===== config.mk =====
export PLATFORM = sky130hd
export DESIGN_NAME = ook_frame_transmitter_flat
export DESIGN_NICKNAME = d
export VERILOG_FILES = /design/src/rtl/core/ookft_pkg.sv /design/src/rtl/core/ookft_tick_if.sv /design/src/rtl/core/ookft_res_if.sv /design/src/rtl/core/ookft_regs.sv /design/src/rtl/core/ookft_engine.sv /design/src/rtl/core/ook_frame_transmitter.sv /design/src/flat_wrapper.sv
export SDC_FILE = /design/constraint.sdc
export NUM_CORES = 1
export LEC_CHECK = 0
export ABC_CLOCK_PERIOD_IN_PS = 10600
export BUFFER_PORTS_ARGS = -buffer_cell sky130_fd_sc_hd__clkbuf_2
export CORE_ASPECT_RATIO = 1.25
export CORE_UTILIZATION = 60
export CTS_BUF_LIST = sky130_fd_sc_hd__clkbuf_8
export DETAILED_ROUTE_END_ITERATION = 8
export PLACE_DENSITY = 0.89
export REMOVE_ABC_BUFFERS = 1
export SYNTH_ARGS = -nofsm -noshare
export SYNTH_HDL_FRONTEND = slang
export SYNTH_SLANG_ARGS = --single-unit

===== constraint.sdc =====
create_clock -name clk -period 10.6 [get_ports clk]
set_input_delay 0 -clock clk [delete_from_list [all_inputs] [get_ports clk]]
set_output_delay 0 -clock clk [all_outputs]
set_load 0.05 [all_outputs]

===== src/rtl/core/ookft_pkg.sv =====
// ----------------------------------------------------------------------------
// ookft_pkg
// Shared types, register map and constants of the OOK frame transmitter.
// ----------------------------------------------------------------------------
package ookft_pkg;

	localparam int unsigned DATA_W        = 16;
	localparam int unsigned TICK_W        = 16;
	localparam int unsigned WORD_BITS_DEF = 16;
	localparam int unsigned MAX_WORD_BITS = 64;
	localparam int unsigned ADDR_W        = 5;
	localparam int unsigned APB_DATA_W    = 32;
	localparam int unsigned REG_IDX_W     = 3;

	localparam logic [REG_IDX_W-1:0] REG_AGC_SETTLE  = 3'd0;
	localparam logic [REG_IDX_W-1:0] REG_AGC_GAP     = 3'd1;
	localparam logic [REG_IDX_W-1:0] REG_ENABLE_HIGH = 3'd2;
	localparam logic [REG_IDX_W-1:0] REG_ENABLE_LOW  = 3'd3;
	localparam logic [REG_IDX_W-1:0] REG_BIT_TICKS   = 3'd4;
	localparam logic [REG_IDX_W-1:0] REG_LINE_MODE   = 3'd5;

	localparam logic [TICK_W-1:0] AGC_SETTLE_RST  = 16'd4000;
	localparam logic [TICK_W-1:0] AGC_GAP_RST     = 16'd500;
	localparam logic [TICK_W-1:0] ENABLE_HIGH_RST = 16'd2100;
	localparam logic [TICK_W-1:0] ENABLE_LOW_RST  = 16'd2100;
	localparam logic [TICK_W-1:0] BIT_TICKS_RST   = 16'd200;

	localparam logic OP_TICK    = 1'b0;
	localparam logic OP_START   = 1'b1;
	localparam logic MODE_NRZ   = 1'b0;
	localparam logic MODE_MANCH = 1'b1;

	typedef enum logic [5:0] {
		PH_IDLE = 6'b000001,
		PH_AGC  = 6'b000010,
		PH_GAP  = 6'b000100,
		PH_ENH  = 6'b001000,
		PH_ENL  = 6'b010000,
		PH_DATA = 6'b100000
	} phase_t;

	typedef struct packed {
		logic [TICK_W-1:0] agc_settle_ticks;
		logic [TICK_W-1:0] agc_gap_ticks;
		logic [TICK_W-1:0] enable_high_ticks;
		logic [TICK_W-1:0] enable_low_ticks;
		logic [TICK_W-1:0] bit_ticks;
		logic              line_mode;
	} cfg_t;

	typedef struct packed {
		logic              opcode;
		logic [DATA_W-1:0] data_word;
	} item_t;

	typedef struct packed {
		logic carrier_on;
		logic busy_res;
		logic frame_done;
		logic start_rejected;
	} res_t;

endpackage


===== src/rtl/core/ookft_tick_if.sv =====
// ----------------------------------------------------------------------------
// ookft_tick_if
// Input channel: one timing tick or frame start per beat.
// ----------------------------------------------------------------------------
interface ookft_tick_if;
	logic                valid;
	logic                ready;
	ookft_pkg::item_t    item;

	modport source (output valid, output item, input ready);
	modport sink (input valid, input item, output ready);
endinterface


===== src/rtl/core/ookft_res_if.sv =====
// ----------------------------------------------------------------------------
// ookft_res_if
// Result channel: carrier gate level and frame status per beat.
// ----------------------------------------------------------------------------
interface ookft_res_if;
	logic               valid;
	logic               ready;
	ookft_pkg::res_t    res;

	modport source (output valid, output res, input ready);
	modport sink (input valid, input res, output ready);
endinterface


===== src/rtl/core/ookft_regs.sv =====
// ----------------------------------------------------------------------------
// ookft_regs
// APB register file holding the frame timing and line mode settings.
// ----------------------------------------------------------------------------
module ookft_regs (
	input  logic                                clk,
	input  logic                                arst_n,
	input  logic                                psel,
	input  logic                                penable,
	input  logic                                pwrite,
	input  logic [ookft_pkg::ADDR_W-1:0]        paddr,
	input  logic [ookft_pkg::APB_DATA_W-1:0]    pwdata,
	output logic [ookft_pkg::APB_DATA_W-1:0]    prdata,
	output logic                                pready,
	output ookft_pkg::cfg_t                     cfg
);
	import ookft_pkg::*;

	cfg_t                 cfg_q;
	logic [REG_IDX_W-1:0] reg_idx;
	logic                 wr_en;

	assign reg_idx = paddr[ADDR_W-1:2];
	assign pready  = 1'b1;
	assign wr_en   = psel && penable && pwrite && pready;
	assign cfg     = cfg_q;

	always_ff @(posedge clk or negedge arst_n) begin
		if (!arst_n) begin
			cfg_q.agc_settle_ticks  <= AGC_SETTLE_RST;
			cfg_q.agc_gap_ticks     <= AGC_GAP_RST;
			cfg_q.enable_high_ticks <= ENABLE_HIGH_RST;
			cfg_q.enable_low_ticks  <= ENABLE_LOW_RST;
			cfg_q.bit_ticks         <= BIT_TICKS_RST;
			cfg_q.line_mode         <= MODE_NRZ;
		end else if (wr_en) begin
			case (reg_idx)
				REG_AGC_SETTLE:  cfg_q.agc_settle_ticks  <= pwdata[TICK_W-1:0];
				REG_AGC_GAP:     cfg_q.agc_gap_ticks     <= pwdata[TICK_W-1:0];
				REG_ENABLE_HIGH: cfg_q.enable_high_ticks <= pwdata[TICK_W-1:0];
				REG_ENABLE_LOW:  cfg_q.enable_low_ticks  <= pwdata[TICK_W-1:0];
				REG_BIT_TICKS:   cfg_q.bit_ticks         <= pwdata[TICK_W-1:0];
				REG_LINE_MODE:   cfg_q.line_mode         <= pwdata[0];
				default: ;
			endcase
		end
	end

	always_comb begin
		prdata = '0;
		case (reg_idx)
			REG_AGC_SETTLE:  prdata[TICK_W-1:0] = cfg_q.agc_settle_ticks;
			REG_AGC_GAP:     prdata[TICK_W-1:0] = cfg_q.agc_gap_ticks;
			REG_ENABLE_HIGH: prdata[TICK_W-1:0] = cfg_q.enable_high_ticks;
			REG_ENABLE_LOW:  prdata[TICK_W-1:0] = cfg_q.enable_low_ticks;
			REG_BIT_TICKS:   prdata[TICK_W-1:0] = cfg_q.bit_ticks;
			REG_LINE_MODE:   prdata[0]          = cfg_q.line_mode;
			default:         prdata = '0;
		endcase
	end

endmodule


===== src/rtl/core/ookft_engine.sv =====
// ----------------------------------------------------------------------------
// ookft_engine
// Input register, frame sequencer state and result register.
// ----------------------------------------------------------------------------
module ookft_engine #(
	parameter int unsigned WORD_BITS = ookft_pkg::WORD_BITS_DEF
) (
	input  logic             clk,
	input  logic             arst_n,
	input  ookft_pkg::cfg_t  cfg,
	input  logic             in_valid,
	output logic             in_ready,
	input  ookft_pkg::item_t in_item,
	output logic             out_valid,
	input  logic             out_ready,
	output ookft_pkg::res_t  out_res
);
	import ookft_pkg::*;

	localparam int unsigned BL_W = $clog2(WORD_BITS + 1);
	localparam logic [BL_W-1:0] BITS_INIT = BL_W'(WORD_BITS);

	logic                  valid_s1;
	item_t                 item_s1;
	logic                  out_valid_q;
	res_t                  res_q;

	phase_t                phase_q,  phase_d;
	logic [TICK_W-1:0]     count_q,  count_d;
	logic [WORD_BITS-1:0]  shift_q,  shift_d;
	logic [BL_W-1:0]       bits_q,   bits_d;
	logic                  half_q,   half_d;

	logic                  advance;
	logic                  fire;
	logic                  active;
	logic                  level;
	logic [TICK_W-1:0]     len_raw;
	logic [TICK_W-1:0]     len;
	logic [TICK_W-1:0]     count_inc;
	logic                  end_phase;
	logic [MAX_WORD_BITS-1:0] data_ext;
	res_t                  res_d;

	assign advance   = !out_valid_q || out_ready;
	assign in_ready  = !valid_s1 || advance;
	assign fire      = valid_s1 && advance;
	assign out_valid = out_valid_q;
	assign out_res   = res_q;

	always_ff @(posedge clk or negedge arst_n) begin
		if (!arst_n) begin
			valid_s1 <= 1'b0;
		end else if (in_ready) begin
			valid_s1 <= in_valid;
		end
	end

	always_ff @(posedge clk) begin
		if (in_valid && in_ready) begin
			item_s1 <= in_item;
		end
	end

	assign active = (phase_q != PH_IDLE);
	assign data_ext = MAX_WORD_BITS'(item_s1.data_word);

	always_comb begin
		case (phase_q)
			PH_AGC:  len_raw = cfg.agc_settle_ticks;
			PH_GAP:  len_raw = cfg.agc_gap_ticks;
			PH_ENH:  len_raw = cfg.enable_high_ticks;
			PH_ENL:  len_raw = cfg.enable_low_ticks;
			default: len_raw = cfg.bit_ticks;
		endcase
		len = (len_raw == '0) ? TICK_W'(1) : len_raw;
	end

	assign count_inc = count_q + TICK_W'(1);
	assign end_phase = (count_inc == '0) || (count_inc >= len);

	always_comb begin
		case (phase_q)
			PH_AGC:  level = 1'b1;
			PH_ENH:  level = 1'b1;
			PH_DATA: begin
				if (cfg.line_mode == MODE_NRZ) begin
					level = shift_q[WORD_BITS-1];
				end else begin
					level = half_q ? shift_q[WORD_BITS-1] : !shift_q[WORD_BITS-1];
				end
			end
			default: level = 1'b0;
		endcase
	end

	always_comb begin
		phase_d = phase_q;
		count_d = count_q;
		shift_d = shift_q;
		bits_d  = bits_q;
		half_d  = half_q;
		res_d   = '0;
		if (item_s1.opcode == OP_START) begin
			res_d.busy_res = 1'b1;
			if (active) begin
				res_d.start_rejected = 1'b1;
				res_d.carrier_on     = level;
			end else begin
				res_d.carrier_on = 1'b1;
				phase_d = PH_AGC;
				count_d = '0;
				shift_d = data_ext[WORD_BITS-1:0];
				bits_d  = BITS_INIT;
				half_d  = 1'b0;
			end
		end else if (active) begin
			res_d.busy_res   = 1'b1;
			res_d.carrier_on = level;
			count_d = count_inc;
			if (end_phase) begin
				count_d = '0;
				case (phase_q)
					PH_AGC: begin
						phase_d = PH_GAP;
						half_d  = 1'b0;
					end
					PH_GAP: begin
						phase_d = PH_ENH;
						half_d  = 1'b0;
					end
					PH_ENH: begin
						phase_d = PH_ENL;
						half_d  = 1'b0;
					end
					PH_ENL: begin
						phase_d = PH_DATA;
						half_d  = 1'b0;
					end
					default: begin
						if (cfg.line_mode == MODE_MANCH && !half_q) begin
							half_d = 1'b1;
						end else begin
							half_d  = 1'b0;
							shift_d = shift_q << 1;
							if (bits_q != '0) begin
								bits_d = bits_q - BL_W'(1);
							end
							if (bits_q <= BL_W'(1)) begin
								phase_d = PH_IDLE;
								res_d.frame_done = 1'b1;
							end
						end
					end
				endcase
			end
		end
	end

	always_ff @(posedge clk or negedge arst_n) begin
		if (!arst_n) begin
			phase_q <= PH_IDLE;
			count_q <= '0;
			shift_q <= '0;
			bits_q  <= '0;
			half_q  <= 1'b0;
		end else if (fire) begin
			phase_q <= phase_d;
			count_q <= count_d;
			shift_q <= shift_d;
			bits_q  <= bits_d;
			half_q  <= half_d;
		end
	end

	always_ff @(posedge clk or negedge arst_n) begin
		if (!arst_n) begin
			out_valid_q <= 1'b0;
		end else if (advance) begin
			out_valid_q <= valid_s1;
		end
	end

	always_ff @(posedge clk) begin
		if (fire) begin
			res_q <= res_d;
		end
	end

`ifndef SYNTHESIS
	a_done_busy: assert property (@(posedge clk) disable iff (!arst_n)
		out_valid_q && res_q.frame_done |-> res_q.busy_res)
		else $error("frame_done without busy");

	a_carrier_busy: assert property (@(posedge clk) disable iff (!arst_n)
		out_valid_q && res_q.carrier_on |-> res_q.busy_res)
		else $error("carrier on outside a frame");

	a_reject_busy: assert property (@(posedge clk) disable iff (!arst_n)
		out_valid_q && res_q.start_rejected |-> res_q.busy_res && !res_q.frame_done)
		else $error("rejected start reported with wrong status");

	a_data_bits: assert property (@(posedge clk) disable iff (!arst_n)
		phase_q == PH_DATA |-> bits_q != '0)
		else $error("data phase with no bits left");

	a_stall_hold: assert property (@(posedge clk) disable iff (!arst_n)
		valid_s1 && !advance |=> valid_s1 && $stable(phase_q) && $stable(count_q))
		else $error("state moved while result stalled");
`endif

endmodule


===== src/rtl/core/ook_frame_transmitter.sv =====
// ----------------------------------------------------------------------------
// ook_frame_transmitter
// On-off-keyed frame sender: AGC preamble, enable pulse, then NRZ or
// Manchester data bits, one carrier gate level per timing tick.
//
//   channel  dir  handshake       payload
//   tick     in   valid / ready   item.opcode, item.data_word
//   result   out  valid / ready   res.carrier_on, busy_res, frame_done,
//                                 start_rejected
//   apb      in   psel / penable  paddr, pwdata, prdata (pready tied high)
//
// One beat is taken every cycle while the result side is not stalled; each beat
// passes through the input register and then the result register to the output.
// A stalled result beat holds the pipeline; the input side keeps one beat.
// Reset is asynchronous and restores the register defaults with the
// sequencer idle.
// ----------------------------------------------------------------------------
module ook_frame_transmitter #(
	parameter int unsigned WORD_BITS = ookft_pkg::WORD_BITS_DEF
) (
	input  logic                             clk,
	input  logic                             arst_n,
	input  logic                             psel,
	input  logic                             penable,
	input  logic                             pwrite,
	input  logic [ookft_pkg::ADDR_W-1:0]     paddr,
	input  logic [ookft_pkg::APB_DATA_W-1:0] pwdata,
	output logic [ookft_pkg::APB_DATA_W-1:0] prdata,
	output logic                             pready,
	ookft_tick_if.sink                       tick,
	ookft_res_if.source                      result
);
	import ookft_pkg::*;

	cfg_t cfg;

	ookft_regs u_regs (
		.clk     (clk),
		.arst_n  (arst_n),
		.psel    (psel),
		.penable (penable),
		.pwrite  (pwrite),
		.paddr   (paddr),
		.pwdata  (pwdata),
		.prdata  (prdata),
		.pready  (pready),
		.cfg     (cfg)
	);

	ookft_engine #(
		.WORD_BITS (WORD_BITS)
	) u_engine (
		.clk       (clk),
		.arst_n    (arst_n),
		.cfg       (cfg),
		.in_valid  (tick.valid),
		.in_ready  (tick.ready),
		.in_item   (tick.item),
		.out_valid (result.valid),
		.out_ready (result.ready),
		.out_res   (result.res)
	);

endmodule

===== src/flat_wrapper.sv =====
// flat-port wrapper written by rule: the top's interface ports become plain ports
module ook_frame_transmitter_flat import ookft_pkg::*;
#(
	parameter int unsigned WORD_BITS = ookft_pkg::WORD_BITS_DEF
)
  (clk, arst_n, psel, penable, pwrite, paddr, pwdata, prdata, pready, tick_valid, tick_item, tick_ready, result_valid, result_res, result_ready);
  ookft_tick_if tick_i ();
  ookft_res_if result_i ();
  input  logic clk;
  input  logic arst_n;
  input  logic psel;
  input  logic penable;
  input  logic pwrite;
  input  logic [ookft_pkg::ADDR_W-1:0] paddr;
  input  logic [ookft_pkg::APB_DATA_W-1:0] pwdata;
  output logic [ookft_pkg::APB_DATA_W-1:0] prdata;
  output logic pready;
  input wire logic [$bits(tick_i.valid)-1:0] tick_valid;
  input wire logic [$bits(tick_i.item)-1:0] tick_item;
  output wire logic [$bits(tick_i.ready)-1:0] tick_ready;
  output wire logic [$bits(result_i.valid)-1:0] result_valid;
  output wire logic [$bits(result_i.res)-1:0] result_res;
  input wire logic [$bits(result_i.ready)-1:0] result_ready;
  assign tick_i.valid = tick_valid;
  assign tick_i.item = tick_item;
  assign tick_ready = tick_i.ready;
  assign result_valid = result_i.valid;
  assign result_res = result_i.res;
  assign result_i.ready = result_ready;
  ook_frame_transmitter #(.WORD_BITS(WORD_BITS)) u_core (.clk(clk), .arst_n(arst_n), .psel(psel), .penable(penable), .pwrite(pwrite), .paddr(paddr), .pwdata(pwdata), .prdata(prdata), .pready(pready), .tick(tick_i), .result(result_i));
endmodule

==> metrics, run 1 <==
outcome=complete, no violations; initial DRC count=465; most common cell after layout, fill and taps aside=dfrtp_1; Ys Warns=0; first-pass GRT wire length=32370 um; area fraction of the dominant cell type after synthesis=0.3182; fin util=0.6971; Avg Vias per Cell=approximately 6.5; largest net degree at the start of global routing=87; worst r2r path cells=17; Worst slew margin=0.2499; Yosys top cell by area=dfrtp_1; FF+latch count, synth=around 150; post-synthesis cell type count=63; FP Rows=between 40 and 50; VDD IR max=~140 uV; switch share=0.3746; RSZ-0062 raised after global routing=no; Die X=between 100 and 150 um; Gate power share=0.338; worst-path fanout max=26; Die Y=roughly 130 um; io pins=100; clock sink total=around 150; Final Max Slew Viols=0; Pwr Total=about 1.8 mW; Crit Path Class=reg2reg; Worst R2R Setup Slack=4380 ps; nets=slightly above 900; Finish-stage setup viols=0; commonest non-fill, non-tap cells in the layout=dfrtp_1 (103), mux2_2 (84), clkbuf_2 (63), nor2_1 (37), dlygate4sd3_1 (37); post-cts sizing count=0; vias=~6600; EDFF count, synth=21; Overall Global Routing Usage=0.2956; CP Capture Type=flip-flop; leakage=between 3 and 4 nW; DR pass1 iterations=5; initial antenna violation count=0; WL final=19690 um; critical path arrival=6610 ps; worst-margin pin slew=1115 ps; clock-pin transition on the worst setup and hold timing paths=roughly 80 ps; cells after synthesis=749; Pwr Density=slightly below 200 nW/um2; Starting Density=0.6121; PortBufs=64; WL/cell=19.49 um; CTS Buf Count=17; layout overhead on the synthesized area=13.89%; Final Instance Area=between 9000 and 10000 um2; antenna-violating nets left=0; Core ar.=~13000 um2; fin crit period=between 6000 and 7000 ps; H-tree levels=4; post-DP HPWL=between 10000 and 15000 um; Layout Skew=between 15 and 20 ps; Clock Path Buffers=2; layout cell share with drive strength beyond 1=0.2741; Syn Std Cell Area=8099 um2; Critical Path RT=10990 ps; worst min path class=in2async; CTS tree=done; Psw=roughly 0.68 mW; setup TNS=0 ps; Min Hold Slack=around 60 ps; Seq pwr share=0.421; placed inst area=approximately 8500 um2; max_cap viols=0; clock latency on the worst-skew pair=about 460 ps; drt drc=0; Antenna Cells=0; Final Hold Viols=0; Root Buffer=clkbuf_8; worst r2r src=u_core.u_engine.phase_q[1]; clock share of power=0.242; gp weighted congestion=0.8762; fmax=between 150 and 200 MHz; Post-synth ARST share=0.8581; vias in the first global route=~6700; largest cells by area after synthesis=dfrtp_1 (32%), mux2_2 (12%), dfstp_2 (7.8%), edfxtp_1 (7.8%), mux2i_1 (4.0%); average size of a mapped cell=about 11 um2; Die ar.=between 10000 and 15000 um2; Synth Flop Type=dfrtp_1; reg-to-reg endpoint=u_core.u_engine.count_q[0]; gr ovfl total=0; Worst Setup Start Kind=flip-flop; sequential share of the synthesized area=0.4740; Cell Int Power=around 1.1 mW; crit share post-route=0.5865
worst max-delay path, cell delays in order, from the launching register on:
cell      delay [ps]
dfrtp_1          410
nor4_1           350
and3b_1          860
or4_1            810
nand3_1          130
o21ai_0          270
nand4_1          180
or4_1            560
nand4_1           90
ha_1             230
and3_1           140
o21ai_0          150
a311oi_1         120
nor3_1           170
o21ai_0          230
or3_1            530
nor2_1           630
mux2_2           290
worst max-delay path by stage:
stage	startpoint	to	slack, ps	depth (start not counted)
5_1_grt	u_core.u_engine.phase_q[1]	u_core.u_engine.count_q[0]	3860	17
3_5_place_dp	u_core.u_engine.phase_q[1]	u_core.u_engine.count_q[0]	4490	17
3_3_place_gp	u_core.u_engine.phase_q[1]	u_core.u_engine.count_q[0]	4660	17
4_1_cts	u_core.u_engine.phase_q[1]	u_core.u_engine.count_q[0]	4460	17
2_1_floorplan	u_core.u_engine.phase_q[1]	u_core.u_engine.bits_q[0]	4770	17
6_report	u_core.u_engine.phase_q[1]	u_core.u_engine.count_q[0]	4380	17
flip-flops by register name, summed over array words and instances (netlist names):
register and count:
u_core.u_engine.shift_q 16, u_core.u_engine.out_res 4, u_core.u_engine.valid_s1 1, u_core.u_engine.out_valid 1, u_core.u_engine.item_s1 1, u_core.u_engine.half_q 1
u_core.u_engine.count_q 16, u_core.u_engine.bits_q 5, u_core.u_engine.data_ext 16, u_core.u_engine.phase_q 6, u_core.u_regs.cfg 81
logic make-up after synthesis:
kind of cell | share of synthesized area
simple gates | 0.1443
compound gates | 0.1262
flops | 0.4740
mux | 0.1563
buf+inv | 0.04913
fa+ha+maj | 0.03399
xor+xnor | 0.01514
other cells | 0.0009273
through the flow:
stage               setup WS [ps]  instances
floorplan                    4766        693
global placement             4657        941
detailed placement           4487        941
CTS                          4460       1010
global route                 3864       1010
finish                       4383       1010
repair_timing:
item / CTS / global route
hold endpoints to repair: 141 / 0
hold buffers: 37 / 0
setup buffers: 0 / 0
endpoints found under the setup margin: 0 / 0
power by group through the flow:
stage / Sequential [mW] / Combinational [mW] / Clock [mW]
after global placement: 0.765 / 0.558 / 0
after detailed placement: 0.771 / 0.589 / 0
final: 0.768 / 0.617 / 0.441
after floorplan: 0.758 / 0.414 / 0
after global routing: 0.779 / 0.666 / 0.471
after CTS: 0.763 / 0.604 / 0.443
cell usage after synthesis, types with 9 or more instances:
cell type  instances
a21oi_1           26
a22o_1            14
a22oi_1           33
buf_2             11
buf_4             17
clkbuf_1          36
dfrtp_1          103
dfstp_2           24
edfxtp_1          21
ha_1              22
inv_1             10
mux2_2            84
mux2i_1           32
nand2_1           29
nand3_1           26
nand4_1           11
nor2_1            37
nor3_1            26
nor3b_1           18
nor4_1            28
o21ai_0           15
o21ai_1           10
o22ai_1           31
xor2_1             9
final cells by class:
class	instances	area, um2
fill	858	4008
multi-input combinational	533	3941
sequential	148	3839
timing repair buffer	114	790.8
clock buffer	19	261.5
tap	171	214.0
clock inverter	13	132.6
inverter	12	45.04
layer usage:
layer  share of wire  GRT usage  wire [um]
met1            0.38     0.3573       7472
met2            0.51     0.4949      10090
met3           0.074    0.06377       1461
met4           0.034     0.1551        666
met5               0          0          0
Power figures use the tool's default switching activity.
==> run 2, diff against run 1 <==
Settings changed: ABC_CLOCK_PERIOD_IN_PS 10600 to 5500, CORE_UTILIZATION 60 to 55, PLACE_DENSITY 0.89 to 0.86.
Clock period 10.6 ns to 5.5 ns, I/O delays scaled along.
==> run 2 against run 1 <==
Net effect: maximum frequency increased by 20%; cell count increased by 0.99%; hold slack improved by 110 ps; die area increased by 8.9%; first-iteration DRC count increased by 3.4%; sequential cell count unchanged; clock skew decreased by 4.9 ps; clock-buffer cell count decreased by 2; via count decreased by 3.6%; combinational power increased by 88%.
==> metrics, run 2 (synthesis results as in run 1) <==
RSZ-0062 raised after global routing=no; Crit Path Class=reg2reg; vias=about 6300; commonest non-fill, non-tap cells in the layout=dfrtp_1 (103), mux2_2 (84), clkbuf_2 (63), nor2_1 (37), dlygate4sd3_1 (37); Die ar.=15220 um2; io pins=100; PortBufs=64; pre-CTS WS=406.6 ps; CTS tree=done; crit share post-route=0.9401; largest net degree at the start of global routing=just under 80; most common cell after layout, fill and taps aside=dfrtp_1; Cell Int Power=around 2.2 mW; fmax=about 190 MHz; Final Max Slew Viols=0; Overall Global Routing Usage=0.2483; Die Y=about 140 um; clock share of power=0.252; Root Buffer=clkbuf_8; H-tree levels=4; Avg Vias per Cell=~6.2; clock-pin transition on the worst setup and hold timing paths=90 ps; FP Rows=49; vias in the first global route=6149; Core ar.=around 14000 um2; Worst R2R Setup Slack=330 ps; Pwr Total=3.527 mW; CP Capture Type=flip-flop; Pwr Density=roughly 380 nW/um2; gp weighted congestion=0.8878; Hold Crit Start=penable; initial antenna violation count=0; worst-path fanout max=31; worst-margin pin slew=between 900 and 1000 ps; Final Hold Viols=0; worst min path class=in2reg; worst r2r path cells=18; nets=between 900 and 1000; Gate power share=0.330; Die X=110.5 um; FF+latch area=3839 um2; Hold Crit Depth=5; reg-to-reg endpoint=u_core.u_engine.bits_q[1]; Worst slew margin=0.3371; worst r2r src=u_core.u_engine.phase_q[0]; Finish-stage setup viols=0; Layout Skew=11.04 ps; Antenna Cells=0; Clock Path Buffers=2; WL/cell=18.12 um; WL final=18480 um; VDD IR max=approximately 290 uV; Starting Density=0.5621; fin worst setup slack=about 330 ps; antenna-violating nets left=0; layout cell share with drive strength beyond 1=0.2767; critical path arrival=between 5000 and 6000 ps; first-pass GRT wire length=29970 um; CTS Buf Count=17; clock latency on the worst-skew pair=roughly 460 ps; max_cap viols=0; Worst Setup Start Kind=flip-flop; post-DP HPWL=11920 um; fin crit period=5171 ps; leakage=4.003 nW; gr ovfl total=0; outcome=complete, no violations; setup TNS=0 ps; Largest register FFs=roughly 80; Seq pwr share=0.418; postcts setup bufs=0; drt drc=0; fillers=between 1000 and 1500; initial DRC count=~480; layout overhead on the synthesized area=14.77%; hold endpoint=u_core.u_regs.cfg[0]; clock sink total=between 100 and 150; switch share=0.3673; Critical Path RT=just under 6000 ps; area of the multi-input gates=between 3000 and 4000 um2; Min Hold Slack=roughly 170 ps; DR pass1 iterations=5; Psw=roughly 1.3 mW
## run 2: changes by cell type in the layout (fill, tap and decap cells not counted), sizes merged
| cell | delta |
|---|---|
| clkinv | -2 |
| buf | +3 |
| clkbuf | -2 |
| bufinv | +1 |
| clkinvlp | +3 |
## run 2: layout make-up
class	instances	share of cell area
Multi-Input combinational cell	533	0.4247
Inverter	12	0.004846
Clock inverter	15	0.01952
Sequential cell	148	0.4130
Tap cell	178	0.02396
Clock buffer	17	0.02517
Timing Repair Buffer	117	0.08884
## run 2: metrics by stage
step,instance area [um2],instances,utilization
5_1_grt,9295,1020,0.6452
3_5_place_dp,8503,951,0.5902
2_1_floorplan,7802,693,-
6_report,9295,1020,0.6452
3_3_place_gp,8503,951,0.5902
4_1_cts,9289,1020,0.6447
## run 2: routing by layer
metal	vias up	wire, um	track usage	share of wire
met2	222	9685	0.4341	0.52
met5	-	0	0	0
met3	41	873	0.05367	0.047
met4	0	450	0.1007	0.024
li1	2962	-	-	-
met1	3102	7473	0.2998	0.40
## run 2: power by group through the flow
stage / sequential, mW / clock, mW / combinational (mW)
2_1_floorplan: 1.46 / 0 / 0.797
3_3_place_gp: 1.48 / 0 / 1.08
3_5_place_dp: 1.49 / 0 / 1.12
4_1_cts: 1.47 / 0.901 / 1.15
5_1_grt: 1.50 / 0.943 / 1.28
6_report: 1.48 / 0.888 / 1.16
## run 2: worst max-delay path by stage
| stage | startpoint | end | slack [ps] | depth (start not counted) |
|---|---|---|---|---|
| after detailed placement | u_core.u_engine.phase_q[0] | u_core.u_engine.bits_q[1] | 410 | 18 |
| after floorplan | u_core.u_engine.phase_q[1] | u_core.u_engine.bits_q[0] | -330 | 17 |
| after CTS | u_core.u_engine.phase_q[0] | u_core.u_engine.bits_q[1] | 390 | 18 |
| after global routing | u_core.u_engine.phase_q[0] | u_core.u_engine.shift_q[5] | 50 | 18 |
| after global placement | u_core.u_engine.phase_q[0] | u_core.u_engine.bits_q[1] | 530 | 18 |
| final | u_core.u_engine.phase_q[0] | u_core.u_engine.bits_q[1] | 330 | 18 |
## run 2: repair_timing
item | 4_1_cts | 5_1_grt
setup endpoints to repair | 0 | 3
hold buffers | 37 | 0
gates resized for setup | 0 | 1
endpoints found under the hold margin | 166 | 0
## run 2: worst max-delay path, cell delays in order (launching register included)
cell and delay [ps]:
dfstp_2 580, or4_1 170, nor3b_2 60, or4_1 520, buf_4 240, o21ai_0 460
nand4_1 150, or4_1 550, nand4_1 90, ha_1 120, and3_1 140, o21ai_0 70
a311oi_1 290, nor3_1 80, o21ai_0 550, o211ai_2 350, buf_12 280, nor4_1 260
a221o_1 150
==> run 3, diff against run 2 <==
Settings changed: BUFFER_PORTS_ARGS -buffer_cell sky130_fd_sc_hd__clkbuf_2 to -buffer_cell sky130_fd_sc_hd__buf_2.
==> run 3 against run 2 <==
Net effect: first-iteration DRC count down 4.8%; critical path depth unchanged; hold slack worse by 130 ps; wire length up 1.1%; cell area down 0.59%; sequential share of layout area up 0.25 points; non-clock buffer count up 1; die area unchanged; clock skew up 1.3 ps; cell count about the same; critical path type unchanged; critical endpoint is now u_core.u_engine.bits_q[2]; highest routed layer unchanged.
==> metrics, run 3 (synthesis results as in run 1) <==
clock share of power=0.233; fmax=~200 MHz; initial DRC count=~460; worst min path class=in2async; Avg Vias per Cell=between 6 and 7; final std cells w/o fill=around 1000; commonest non-fill, non-tap cells in the layout=dfrtp_1 (103), mux2_2 (84), buf_2 (63), nor2_1 (37), dlygate4sd3_1 (37); Crit Path Class=reg2reg; RSZ-0062 raised after global routing=no; most common cell after layout, fill and taps aside=dfrtp_1; layout cell share with drive strength beyond 1=0.2740; switch share=0.3673; vias in the first global route=6162; critical path arrival=5350 ps; leakage=approximately 4 nW; fillers=~1000; layout overhead on the synthesized area=14.09%; clock latency on the worst-skew pair=between 400 and 500 ps; Psw=around 1.3 mW; Die X=110.5 um; Critical Path RT=between 5000 and 6000 ps; Starting Density=0.5621; post-cts sizing count=0; Final Instance Area=9240 um2; Worst Setup Start Kind=flip-flop; max_cap viols=0; worst-path fanout max=26; Overall Global Routing Usage=0.2509; Layout Skew=12.32 ps; Seq pwr share=0.430; CTS tree=done; FP Rows=49; Cell Int Power=between 2 and 2.5 mW; postcts setup bufs=0; clock sink total=around 150; fin util=0.6413; fin worst setup slack=roughly 550 ps; DP Cell Count=roughly 950; PortBufs=64; DR pass1 iterations=5; Worst slew margin=0.2646; Die ar.=approximately 15000 um2; gr ovfl total=0; Final Max Slew Viols=0; largest net degree at the start of global routing=about 90; Final Hold Viols=0; antenna-violating nets left=0; fin crit period=about 5000 ps; first-pass GRT wire length=between 30000 and 40000 um; outcome=complete, no violations; pre-CTS WS=~620 ps; Core ar.=14410 um2; Finish-stage setup viols=0; Die Y=137.7 um; Worst R2R Setup Slack=550 ps; CP Capture Type=flip-flop; VDD IR max=just under 300 uV; Antenna Cells=0; gp weighted congestion=just under 0.9; drt drc=0; initial antenna violation count=0; Largest register FFs=around 80; CTS Buf Count=17; post-DP HPWL=roughly 12000 um; io pins=100; clock-pin transition on the worst setup and hold timing paths=about 80 ps; vias=approximately 6300; worst-margin pin slew=roughly 1100 ps; nets=approximately 910; WL final=approximately 19000 um; Root Buffer=clkbuf_8; Gate power share=0.337; crit share post-route=0.9000; placed inst area=between 8000 and 9000 um2; H-tree levels=4; Pwr Density=between 300 and 400 nW/um2; Clock Path Buffers=2; WL/cell=~18 um
==> run 3: per-layer routing <==
metal / vias to the layer above / wire length, um / global-route usage
met2: 241 / 9592 / 0.4372
met5: - / 0 / 0
li1: 2945 / - / -
met3: 57 / 969 / 0.05851
met1: 3104 / 7560 / 0.2950
met4: 0 / 559 / 0.1185
==> run 3: timing repair <==
| action | 4_1_cts | 5_1_grt |
|---|---|---|
| endpoints found under the hold margin | 140 | 0 |
| endpoints found under the setup margin | 0 | 0 |
| hold buffers | 37 | 0 |
==> run 3: power by group through the flow <==
stage / Clock [mW] / Sequential (mW) / Combinational, mW
finish: 0.805 / 1.48 / 1.16
detailed placement: 0 / 1.49 / 1.12
global route: 0.858 / 1.50 / 1.29
global placement: 0 / 1.48 / 1.08
floorplan: 0 / 1.46 / 0.797
CTS: 0.815 / 1.47 / 1.15
==> run 3: worst paths after layout <==
| path | startpoint | end | cells past startpoint |
|---|---|---|---|
| max | u_core.u_engine.phase_q[0] | u_core.u_engine.bits_q[2] | 18 |
| max in group asynchronous | arst_n | u_core.u_regs.cfg[58] | 3 |
| min reg2reg | u_core.u_engine.data_ext[0] | u_core.u_engine.shift_q[0] | 2 |
| min in group clk | penable | u_core.u_regs.cfg[0] | 5 |
| max reg2reg | u_core.u_engine.phase_q[0] | u_core.u_engine.bits_q[2] | 18 |
| min | arst_n | u_core.u_engine.shift_q[11] | 2 |
==> run 3: final cells by class <==
type / count / area (um2) / area share
repair buffers: 118 / 820.8 / 0.08883
well taps: 178 / 222.7 / 0.02410
inverters: 12 / 45.04 / 0.004875
clock inverters: 14 / 123.9 / 0.01341
flip-flops and latches: 148 / 3839 / 0.4154
clock buffers: 18 / 247.7 / 0.02681
multi-input cells: 533 / 3941 / 0.4265
==> run 3: stage by stage <==
step	setup TNS (ps)	total power, mW	hold slack (ps)
2_1_floorplan	-7728	2.259	-295.6
3_3_place_gp	0	2.557	14.83
3_5_place_dp	0	2.609	15.51
4_1_cts	0	3.438	60.08
5_1_grt	0	3.647	82.20
6_report	0	3.449	42.12
==> run 3: critical path, cell delays in order, from the launching register on <==
cell and delay [ps]:
dfstp_2 570, or4_1 170, nor3b_2 60, or4_1 510, buf_4 240, o21ai_0 420, nand4_1 140, or4_1 550
nand4_1 100, ha_1 130, and3_1 140, o21ai_0 70, a311oi_1 270, nor3_1 80, o21ai_0 490, o211ai_2 170
buf_4 230, or4_1 460, nand3_1 90
